`config.mk`:
```
export PLATFORM = sky130hd
export DESIGN_NAME = triangle_primitive_assembler
export DESIGN_NICKNAME = d
export VERILOG_FILES = /design/src/hdl/tpa_pkg.sv /design/src/hdl/tpa_queue.sv /design/src/hdl/tpa_front.sv /design/src/hdl/tpa_back.sv /design/src/hdl/triangle_primitive_assembler.sv
export SDC_FILE = /design/constraint.sdc
export NUM_CORES = 1
export LEC_CHECK = 0
export BUFFER_PORTS_ARGS = -buffer_cell sky130_fd_sc_hd__buf_2
export CORE_AREA = 2 2 226 251
export DETAILED_ROUTE_END_ITERATION = 6
export DIE_AREA = 0 0 228 253
export PLACE_DENSITY = 0.77
export SETUP_SLACK_MARGIN = 0.5
export SLEW_MARGIN = 10
export SYNTH_ARGS = -nofsm -noshare
export SYNTH_HDL_FRONTEND = slang
export SYNTH_SLANG_ARGS = --single-unit
export TNS_END_PERCENT = 50
```
`constraint.sdc`:
```
create_clock -name clk_i -period 14.4 [get_ports clk_i]
set_input_delay 0.72 -clock clk_i [delete_from_list [all_inputs] [get_ports clk_i]]
set_output_delay 0.72 -clock clk_i [all_outputs]
set_load 0.01 [all_outputs]
```
`src/hdl/tpa_pkg.sv`:
```
// shared types and constants of the triangle primitive assembler
// no dependencies
package tpa_pkg;

  localparam int unsigned VtxW = 32;
  localparam int unsigned CfgIdxW = 3;

  localparam logic [VtxW-1:0] ALL_ONES = 32'hffff_ffff;

  // register indexes on the configuration port
  localparam logic [CfgIdxW-1:0] REG_TOPOLOGY      = 3'd0;
  localparam logic [CfgIdxW-1:0] REG_INDEX_WIDTH   = 3'd1;
  localparam logic [CfgIdxW-1:0] REG_RESTART_INDEX = 3'd2;
  localparam logic [CfgIdxW-1:0] REG_BASE_VERTEX   = 3'd3;
  localparam logic [CfgIdxW-1:0] REG_VERTEX_LIMIT  = 3'd4;
  localparam logic [CfgIdxW-1:0] REG_FLIP_WINDING  = 3'd5;

  typedef enum logic [1:0] {
    TOPO_LIST  = 2'd0,
    TOPO_STRIP = 2'd1,
    TOPO_FAN   = 2'd2
  } topo_e;

  typedef enum logic [1:0] {
    IDXW_BYTE = 2'd0,
    IDXW_HALF = 2'd1,
    IDXW_WORD = 2'd2
  } idxw_e;

  typedef struct packed {
    logic [1:0]      topology;
    logic [1:0]      index_width;
    logic [VtxW-1:0] restart_index;
    logic [VtxW-1:0] base_vertex;
    logic [VtxW-1:0] vertex_limit;
    logic            flip_winding;
  } cfg_t;

  // classified word from front to back
  typedef struct packed {
    logic            restart;
    logic            last;
    logic [VtxW-1:0] vertex;
  } mid_t;

  // one emitted triangle
  typedef struct packed {
    logic [VtxW-1:0] vertex_a;
    logic [VtxW-1:0] vertex_b;
    logic [VtxW-1:0] vertex_c;
    logic            dropped;
    logic [VtxW-1:0] dropped_count;
  } res_t;

endpackage

```
`src/hdl/tpa_queue.sv`:
```
// small register queue used between front, back and the result port
// no package dependency
module tpa_queue #(
  parameter int Width = 8,
  parameter int Depth = 2
) (
  input  logic             clk_i,
  input  logic             rst_ni,
  input  logic             wr_en_i,
  input  logic [Width-1:0] wr_data_i,
  output logic             full_o,
  input  logic             rd_en_i,
  output logic [Width-1:0] rd_data_o,
  output logic             empty_o
);

  localparam int PtrW = (Depth > 1) ? $clog2(Depth) : 1;
  localparam int CntW = $clog2(Depth + 1);

  logic [Width-1:0] mem_q [Depth];
  logic [PtrW-1:0]  wr_ptr_q, wr_ptr_d;
  logic [PtrW-1:0]  rd_ptr_q, rd_ptr_d;
  logic [CntW-1:0]  cnt_q, cnt_d;
  logic             wr, rd;

  assign full_o    = (cnt_q == CntW'(Depth));
  assign empty_o   = (cnt_q == '0);
  assign wr        = wr_en_i && !full_o;
  assign rd        = rd_en_i && !empty_o;
  assign rd_data_o = mem_q[rd_ptr_q];

  // pointer and fill count update
  always_comb begin
    wr_ptr_d = wr_ptr_q;
    rd_ptr_d = rd_ptr_q;
    cnt_d    = cnt_q;
    if (wr) begin
      wr_ptr_d = (wr_ptr_q == PtrW'(Depth - 1)) ? '0 : wr_ptr_q + PtrW'(1);
    end
    if (rd) begin
      rd_ptr_d = (rd_ptr_q == PtrW'(Depth - 1)) ? '0 : rd_ptr_q + PtrW'(1);
    end
    if (wr && !rd) begin
      cnt_d = cnt_q + CntW'(1);
    end else if (rd && !wr) begin
      cnt_d = cnt_q - CntW'(1);
    end
  end

  always_ff @(posedge clk_i or negedge rst_ni) begin
    if (!rst_ni) begin
      wr_ptr_q <= '0;
      rd_ptr_q <= '0;
      cnt_q    <= '0;
    end else begin
      wr_ptr_q <= wr_ptr_d;
      rd_ptr_q <= rd_ptr_d;
      cnt_q    <= cnt_d;
    end
  end

  // storage, no reset
  always_ff @(posedge clk_i) begin
    if (wr) begin
      mem_q[wr_ptr_q] <= wr_data_i;
    end
  end

endmodule

```
`src/hdl/tpa_front.sv`:
```
// front end: masks the raw index, detects restart and applies the base vertex
// depends on tpa_pkg
module tpa_front import tpa_pkg::*; (
  input  cfg_t            cfg_i,
  input  logic [VtxW-1:0] raw_index_i,
  input  logic            last_index_i,
  output mid_t            word_o
);

  logic [VtxW-1:0] masked;
  logic [VtxW-1:0] sub;
  logic [VtxW-1:0] adjusted;
  logic            hit_restart;

  // mask to the configured index size; code three keeps all bits
  always_comb begin
    unique case (cfg_i.index_width)
      IDXW_BYTE: masked = {24'd0, raw_index_i[7:0]};
      IDXW_HALF: masked = {16'd0, raw_index_i[15:0]};
      default:   masked = raw_index_i;
    endcase
  end

  assign hit_restart = (cfg_i.restart_index != '0) && (masked == cfg_i.restart_index);

  // negative base clamps at zero, positive base wraps
  assign sub = '0 - cfg_i.base_vertex;
  always_comb begin
    if (cfg_i.base_vertex[VtxW-1]) begin
      adjusted = (masked < sub) ? '0 : masked - sub;
    end else begin
      adjusted = masked + cfg_i.base_vertex;
    end
  end

  assign word_o.restart = hit_restart || (adjusted == ALL_ONES);
  assign word_o.last    = last_index_i;
  assign word_o.vertex  = adjusted;

endmodule

```
`src/hdl/tpa_back.sv`:
```
// back end: run state, list/strip/fan assembly, range check and drop count
// depends on tpa_pkg
module tpa_back import tpa_pkg::*; (
  input  logic clk_i,
  input  logic rst_ni,
  input  cfg_t cfg_i,
  input  logic mid_valid_i,
  input  mid_t mid_word_i,
  output logic mid_take_o,
  input  logic res_full_i,
  output logic res_push_o,
  output res_t res_word_o
);

  logic [1:0]      run_fill_q, run_fill_d;
  logic            strip_odd_q, strip_odd_d;
  logic [VtxW-1:0] fan_anchor_q, fan_anchor_d;
  logic [VtxW-1:0] older_q, older_d;
  logic [VtxW-1:0] newer_q, newer_d;
  logic [VtxW-1:0] dropped_total_q, dropped_total_d;

  logic            topo_ok;
  logic            emit;
  logic            drop;
  logic [VtxW-1:0] va, vb, vc;

  assign mid_take_o = mid_valid_i && !res_full_i;
  assign topo_ok    = (cfg_i.topology == TOPO_LIST) || (cfg_i.topology == TOPO_STRIP) ||
                      (cfg_i.topology == TOPO_FAN);

  // assembly of the next word
  always_comb begin
    run_fill_d   = run_fill_q;
    strip_odd_d  = strip_odd_q;
    fan_anchor_d = fan_anchor_q;
    older_d      = older_q;
    newer_d      = newer_q;
    emit         = 1'b0;
    va           = older_q;
    vb           = newer_q;
    vc           = mid_word_i.vertex;
    if (mid_take_o) begin
      if (mid_word_i.restart) begin
        run_fill_d  = 2'd0;
        strip_odd_d = 1'b0;
      end else if (topo_ok) begin
        case (run_fill_q)
          2'd0: begin
            older_d      = mid_word_i.vertex;
            fan_anchor_d = mid_word_i.vertex;
            run_fill_d   = 2'd1;
          end
          2'd1: begin
            newer_d    = mid_word_i.vertex;
            run_fill_d = 2'd2;
          end
          default: begin
            emit = 1'b1;
            case (cfg_i.topology)
              TOPO_STRIP: begin
                if (strip_odd_q) begin
                  va = newer_q;
                  vb = older_q;
                end
                older_d     = newer_q;
                newer_d     = mid_word_i.vertex;
                strip_odd_d = !strip_odd_q;
              end
              TOPO_FAN: begin
                va      = fan_anchor_q;
                newer_d = mid_word_i.vertex;
              end
              default: begin
                run_fill_d = 2'd0;
              end
            endcase
          end
        endcase
      end
      // last flag ends the run after the word
      if (mid_word_i.last) begin
        run_fill_d  = 2'd0;
        strip_odd_d = 1'b0;
      end
    end
  end

  // range check and running drop total
  assign drop = (va >= cfg_i.vertex_limit) || (vb >= cfg_i.vertex_limit) ||
                (vc >= cfg_i.vertex_limit);
  assign dropped_total_d = (emit && drop) ? dropped_total_q + VtxW'(1) : dropped_total_q;

  assign res_push_o               = emit;
  assign res_word_o.vertex_a      = va;
  assign res_word_o.vertex_b      = cfg_i.flip_winding ? vc : vb;
  assign res_word_o.vertex_c      = cfg_i.flip_winding ? vb : vc;
  assign res_word_o.dropped       = drop;
  assign res_word_o.dropped_count = dropped_total_d;

  always_ff @(posedge clk_i or negedge rst_ni) begin
    if (!rst_ni) begin
      run_fill_q      <= 2'd0;
      strip_odd_q     <= 1'b0;
      fan_anchor_q    <= '0;
      older_q         <= '0;
      newer_q         <= '0;
      dropped_total_q <= '0;
    end else begin
      run_fill_q      <= run_fill_d;
      strip_odd_q     <= strip_odd_d;
      fan_anchor_q    <= fan_anchor_d;
      older_q         <= older_d;
      newer_q         <= newer_d;
      dropped_total_q <= dropped_total_d;
    end
  end

endmodule

```
`src/hdl/triangle_primitive_assembler.sv`:
```
// top level: configuration registers, front end, word queue, back end, result queue
// depends on tpa_pkg, tpa_front, tpa_queue, tpa_back
//
//  channel   handshake      payload
//  index in  push / full    raw_index_i, last_index_i
//  result    empty / pop    vertex_a_o, vertex_b_o, vertex_c_o, dropped_o, dropped_count_o
//  config    cfg_we_i       cfg_index_i, cfg_data_i (write only)
//
// one index word per cycle sustained while results are popped; a word enters the word
// queue at its push edge, and the triangle it completes passes on to the result queue.
// the rate is set by the back end, which updates run state once per word.
// reset clears run state, drop total and both queues; configuration takes its reset values.
// a result stall fills the result queue, then the word queue, then raises full.
module triangle_primitive_assembler import tpa_pkg::*; #(
  parameter int QUEUE_DEPTH  = 2,
  parameter int RESULT_DEPTH = 2
) (
  input  logic               clk_i,
  input  logic               rst_ni,
  input  logic               push,
  output logic               full,
  input  logic [VtxW-1:0]    raw_index_i,
  input  logic               last_index_i,
  output logic               empty,
  input  logic               pop,
  output logic [VtxW-1:0]    vertex_a_o,
  output logic [VtxW-1:0]    vertex_b_o,
  output logic [VtxW-1:0]    vertex_c_o,
  output logic               dropped_o,
  output logic [VtxW-1:0]    dropped_count_o,
  input  logic               cfg_we_i,
  input  logic [CfgIdxW-1:0] cfg_index_i,
  input  logic [VtxW-1:0]    cfg_data_i
);

  cfg_t cfg_q;
  mid_t front_word;
  mid_t mid_word;
  res_t back_word;
  res_t res_word;

  logic [$bits(mid_t)-1:0] mid_rd_data;
  logic [$bits(res_t)-1:0] res_rd_data;
  logic                    mid_empty;
  logic                    mid_take;
  logic                    res_full;
  logic                    res_push;

  // configuration registers
  always_ff @(posedge clk_i or negedge rst_ni) begin
    if (!rst_ni) begin
      cfg_q.topology      <= TOPO_LIST;
      cfg_q.index_width   <= IDXW_WORD;
      cfg_q.restart_index <= '0;
      cfg_q.base_vertex   <= '0;
      cfg_q.vertex_limit  <= '0;
      cfg_q.flip_winding  <= 1'b0;
    end else if (cfg_we_i) begin
      unique case (cfg_index_i)
        REG_TOPOLOGY:      cfg_q.topology      <= cfg_data_i[1:0];
        REG_INDEX_WIDTH:   cfg_q.index_width   <= cfg_data_i[1:0];
        REG_RESTART_INDEX: cfg_q.restart_index <= cfg_data_i;
        REG_BASE_VERTEX:   cfg_q.base_vertex   <= cfg_data_i;
        REG_VERTEX_LIMIT:  cfg_q.vertex_limit  <= cfg_data_i;
        REG_FLIP_WINDING:  cfg_q.flip_winding  <= cfg_data_i[0];
        default: ;
      endcase
    end
  end

  // classify incoming index words
  tpa_front u_front (
    .cfg_i        (cfg_q),
    .raw_index_i  (raw_index_i),
    .last_index_i (last_index_i),
    .word_o       (front_word)
  );

  // word queue between front and back
  tpa_queue #(
    .Width ($bits(mid_t)),
    .Depth (QUEUE_DEPTH)
  ) u_mid_queue (
    .clk_i     (clk_i),
    .rst_ni    (rst_ni),
    .wr_en_i   (push),
    .wr_data_i (front_word),
    .full_o    (full),
    .rd_en_i   (mid_take),
    .rd_data_o (mid_rd_data),
    .empty_o   (mid_empty)
  );

  assign mid_word = mid_t'(mid_rd_data);

  // triangle assembly
  tpa_back u_back (
    .clk_i       (clk_i),
    .rst_ni      (rst_ni),
    .cfg_i       (cfg_q),
    .mid_valid_i (!mid_empty),
    .mid_word_i  (mid_word),
    .mid_take_o  (mid_take),
    .res_full_i  (res_full),
    .res_push_o  (res_push),
    .res_word_o  (back_word)
  );

  // result queue towards the consumer
  tpa_queue #(
    .Width ($bits(res_t)),
    .Depth (RESULT_DEPTH)
  ) u_res_queue (
    .clk_i     (clk_i),
    .rst_ni    (rst_ni),
    .wr_en_i   (res_push),
    .wr_data_i (back_word),
    .full_o    (res_full),
    .rd_en_i   (pop),
    .rd_data_o (res_rd_data),
    .empty_o   (empty)
  );

  assign res_word        = res_t'(res_rd_data);
  assign vertex_a_o      = res_word.vertex_a;
  assign vertex_b_o      = res_word.vertex_b;
  assign vertex_c_o      = res_word.vertex_c;
  assign dropped_o       = res_word.dropped;
  assign dropped_count_o = res_word.dropped_count;

endmodule

```
==> flow_results.xml <==
<?xml version="1.0" encoding="UTF-8"?>
<metrics>
  <group name="placement">
    <metric name="dp_cells" unit="">3488</metric>
    <metric name="hpwlAfterDp" unit="um">55770</metric>
    <metric name="portBuffers" unit="">203</metric>
    <metric name="place_congestion" unit="">0.8882</metric>
  </group>
  <group name="timing">
    <metric name="min_period_over_period" unit="%">44.82</metric>
    <metric name="final_period_minus_worst_setup_slack" unit="ps">6454</metric>
    <metric name="clock.fmax" unit="MHz">154.9</metric>
    <metric name="hold_violations" unit="">0</metric>
    <metric name="fin_skew" unit="ps">23.88</metric>
    <metric name="slew_violations" unit="">0</metric>
    <metric name="timing.final.setup_violations" unit="">0</metric>
    <metric name="rsz0062_at_grt" unit="">false</metric>
    <metric name="setup_total_negative_slack" unit="ps">0</metric>
    <metric name="worst_slew_pin_slew" unit="ps">1130</metric>
    <metric name="slew-limit-headroom" unit="%">24.01</metric>
  </group>
  <group name="logic_synthesis">
    <metric name="synth_area_leader_cell" unit="">edfxtp_1</metric>
    <metric name="yosys_warnings" unit="">0</metric>
    <metric name="synthDistinctLibCells" unit="">91</metric>
    <metric name="postSynth.asyncResetShare" unit="%">42.40</metric>
    <metric name="post_synth_inst_count" unit="">2618</metric>
    <metric name="synth_area_per_cell" unit="um^2">11.47</metric>
    <metric name="synthesis.area" unit="um^2">30030</metric>
    <metric name="synth.top_cells.by_area" unit="">edfxtp_1, dfrtp_1, mux2_2, ha_1, mux2i_1</metric>
    <metric name="syn-num-nets" unit="">2859</metric>
    <metric name="synth_most_common_cell" unit="">edfxtp_1</metric>
    <metric name="postSynth.topFlopCell" unit="">edfxtp_1</metric>
    <metric name="synth-edff-count" unit="">326</metric>
    <metric name="yosys.area.top_type_share" unit="%">32.60</metric>
    <metric name="netlist_top_cells_count" unit="">edfxtp_1, nand2_1, dfrtp_1</metric>
    <metric name="yosys_register_bits" unit="">566</metric>
    <metric name="synth-seq-area-share" unit="%">52.61</metric>
  </group>
  <group name="final_layout">
    <metric name="area_overhead_of_the_layout_relative_to_synthesis" unit="%">12.36</metric>
    <metric name="finish.utilization" unit="%">60.97</metric>
    <metric name="stdcell_count" unit="">3591</metric>
    <metric name="antenna-diode-count" unit="">0</metric>
    <metric name="drive_above_1_share" unit="%">19.53</metric>
    <metric name="sequential_cell_area" unit="um^2">15810</metric>
    <metric name="total_of_fill_cells_in_the_finished_design" unit="">4431</metric>
    <metric name="final_nets" unit="">3042</metric>
    <metric name="multiInputGateArea" unit="um^2">13370</metric>
  </group>
  <group name="routing">
    <metric name="route.detailed.drc" unit="">0</metric>
    <metric name="antenna_left" unit="">0</metric>
    <metric name="route.final.wire_length" unit="um">77790</metric>
    <metric name="route.vias.total" unit="">21509</metric>
    <metric name="drt_iter0_markers" unit="">2059</metric>
    <metric name="drt_pre_antenna_iters" unit="">6</metric>
    <metric name="drt-wirelength-per-cell" unit="um">21.66</metric>
    <metric name="routed_via_density" unit="">5.990</metric>
  </group>
  <group name="clocking">
    <metric name="cts.repair.resized" unit="">0</metric>
    <metric name="clock_sinks" unit="">566</metric>
    <metric name="cts_htree_levels" unit="">2</metric>
    <metric name="cts_buffer_depth" unit="">3</metric>
    <metric name="cts_root_buf" unit="">clkbuf_16</metric>
    <metric name="postCtsSetupRepairBufs" unit="">0</metric>
    <metric name="clk-insertion-delay-late" unit="ps">610</metric>
    <metric name="cts.hold.buffers_added" unit="">0</metric>
    <metric name="inserted_clock_buffers" unit="">55</metric>
    <metric name="clock_transition_at_the_register_clock_pins_on_the_worst_setup_and_hold_paths_after_cts" unit="ps">60</metric>
    <metric name="tritoncts" unit="">done</metric>
  </group>
  <group name="power">
    <metric name="pwr-share-seq" unit="%">36.7</metric>
    <metric name="power_per_cell_area" unit="nW/um^2">192.8</metric>
    <metric name="switching_power" unit="mW">2.481</metric>
    <metric name="switching_fraction" unit="%">38.14</metric>
    <metric name="clockPowerShare" unit="%">23.1</metric>
    <metric name="peakVddDrop" unit="V">0.0001393</metric>
    <metric name="leakagePower" unit="nW">14.64</metric>
    <metric name="design_power_total" unit="mW">6.506</metric>
    <metric name="comb_power_share" unit="%">40.1</metric>
    <metric name="internal_power" unit="mW">4.024</metric>
  </group>
  <group name="global_route">
    <metric name="antenna_found_initial" unit="">0</metric>
    <metric name="grt_usage" unit="%">26.71</metric>
    <metric name="vias_in_the_first_global_route" unit="">21459</metric>
    <metric name="first_pass_grt_wire_length" unit="um">120800</metric>
    <metric name="largest_net_degree_at_the_start_of_global_routing" unit="">115</metric>
    <metric name="globalRouteOverflowTotal" unit="">0</metric>
  </group>
  <group name="worst_setup_path">
    <metric name="timing.critical_path.to_type" unit="">flip-flop</metric>
    <metric name="worst-setup-path-type" unit="">flip-flop to flip-flop</metric>
    <metric name="cp-start-kind" unit="">flip-flop</metric>
    <metric name="arrival" unit="ps">6810</metric>
    <metric name="required" unit="ps">14750</metric>
    <metric name="critical_path.max_fanout" unit="">31</metric>
  </group>
  <group name="floorplan">
    <metric name="std_cell_rows" unit="">91</metric>
    <metric name="initial_core_util" unit="%">54.26</metric>
    <metric name="boundaryPins" unit="">204</metric>
    <metric name="design.die.area" unit="um^2">57680</metric>
    <metric name="placeableCoreArea" unit="um^2">55340</metric>
    <metric name="die-height" unit="um">253</metric>
    <metric name="chipWidth" unit="um">228</metric>
  </group>
  <group name="run">
    <metric name="cap_violations" unit="">0</metric>
  </group>
  <group name="worst_hold_path">
    <metric name="min-delay-path-class" unit="">input pin to asynchronous set/reset pin</metric>
  </group>
  <group name="status">
    <metric name="run_status" unit="">completed</metric>
  </group>
</metrics>
==> cell type report <==
class	count	share of cell area, %
flip-flops and latches	566	46.85
clock buffers	67	4.302
clock inverters	36	1.268
well taps	744	2.759
multi-input cells	1806	39.61
repair buffers	229	3.620
inverters	143	1.591
==> flip-flops by register name, indices dropped and copies added, names as in the netlist <==
signal                  count
u_back.older_q             32
u_res_queue.wr_ptr_q        1
u_res_queue.mem_q         258
u_mid_queue.rd_ptr_q        1
u_back.strip_odd_q          1
u_res_queue.rd_ptr_q        1
u_back.fan_anchor_q        32
u_back.dropped_total_q     32
u_mid_queue.mem_q          68
u_back.run_fill_q           2
u_mid_queue.cnt_q           2
u_mid_queue.wr_ptr_q        1
u_res_queue.cnt_q           2
cfg_q                     101
u_back.newer_q             32
==> cell families after synthesis <==
kind of cell	Yosys count	synth area share [%]
adders and majority gates	168	7.050
buffers and inverters	246	3.146
AOI/OAI and AO/OA	549	11.24
DFF	566	52.61
xor gates and xnor gates	150	4.375
muxes	328	11.76
and+or+nand+nor	611	9.821
==> per-layer routing <==
layer  wire length [um]  global-route usage, %  up-vias  part of all wire [%]
met5                  0                      0        -                     0
met4               2084                  7.787        0                   2.7
met3               5456                  3.255      146                   7.0
met2              38120                  45.77      847                    49
met1              32130                  35.89    10588                    41
li1                   -                      -     9928                     -
==> path summary, 6_finish.rpt <==
path                            slack, ps                        from                    endpoint  cells past startpoint
worst max register to register       7950        u_res_queue.cnt_q[0]     u_res_queue.mem_q[1][1]                     21
max in group asynchronous           12650                      rst_ni        u_res_queue.rd_ptr_q                      2
min in group clk_i                    360                last_index_i    u_mid_queue.mem_q[1][32]                      1
worst min-delay path                  170                      rst_ni           u_back.older_q[5]                      1
worst max-delay path                 7950        u_res_queue.cnt_q[0]     u_res_queue.mem_q[1][1]                     21
worst min register to register        480  u_back.dropped_total_q[31]  u_back.dropped_total_q[31]                      1
==> layout by cell type, fill, tap and decap left out, drive strengths merged, types with 59 or more instances in the layout <==
cell    synthesis  routed
a21o           59      59
a21oi          92      92
buf            21     229
clkbuf         82      67
dfrtp         239     239
edfxtp        326     326
ha            166     166
inv           142     144
mux2          198     198
mux2i         130     130
nand2         290     290
nor2           72      72
o21ai         242     242
xnor2          77      77
xor2           73      73
==> power groups by stage <==
stage	clock network, mW	registers, mW	logic, mW
2_1_floorplan	0	2.32	1.84
3_3_place_gp	0	2.39	2.48
3_5_place_dp	0	2.41	2.57
4_1_cts	1.52	2.39	2.59
5_1_grt	1.58	2.42	2.87
6_report	1.51	2.39	2.61
==> per-stage QoR <==
step	instance area [um^2]	hold slack [ps]	worst slack, ps
after floorplan	30030	424.4	6904
after global placement	31860	462.0	8142
after detailed placement	31860	470.7	7969
after CTS	33740	241.3	7962
after global routing	33740	268.2	7546
final	33740	171.0	7946
==> critical path, stage by stage (launching register included) <==
cell,delay [ps]
dfrtp_1,440
o22ai_1,580
a2111oi_1,150
buf_4,210
nand2_1,190
clkinv_1,350
nand2_2,460
buf_4,490
mux2i_1,330
inv_1,70
ha_1,290
a21o_1,160
a21o_1,170
a21o_1,180
a21o_1,190
a211o_1,310
a22oi_1,170
a21oi_1,70
a211oi_1,460
nand2b_1,170
buf_4,350
mux2_1,390
No activity file was read; power rests on OpenSTA's default activity.
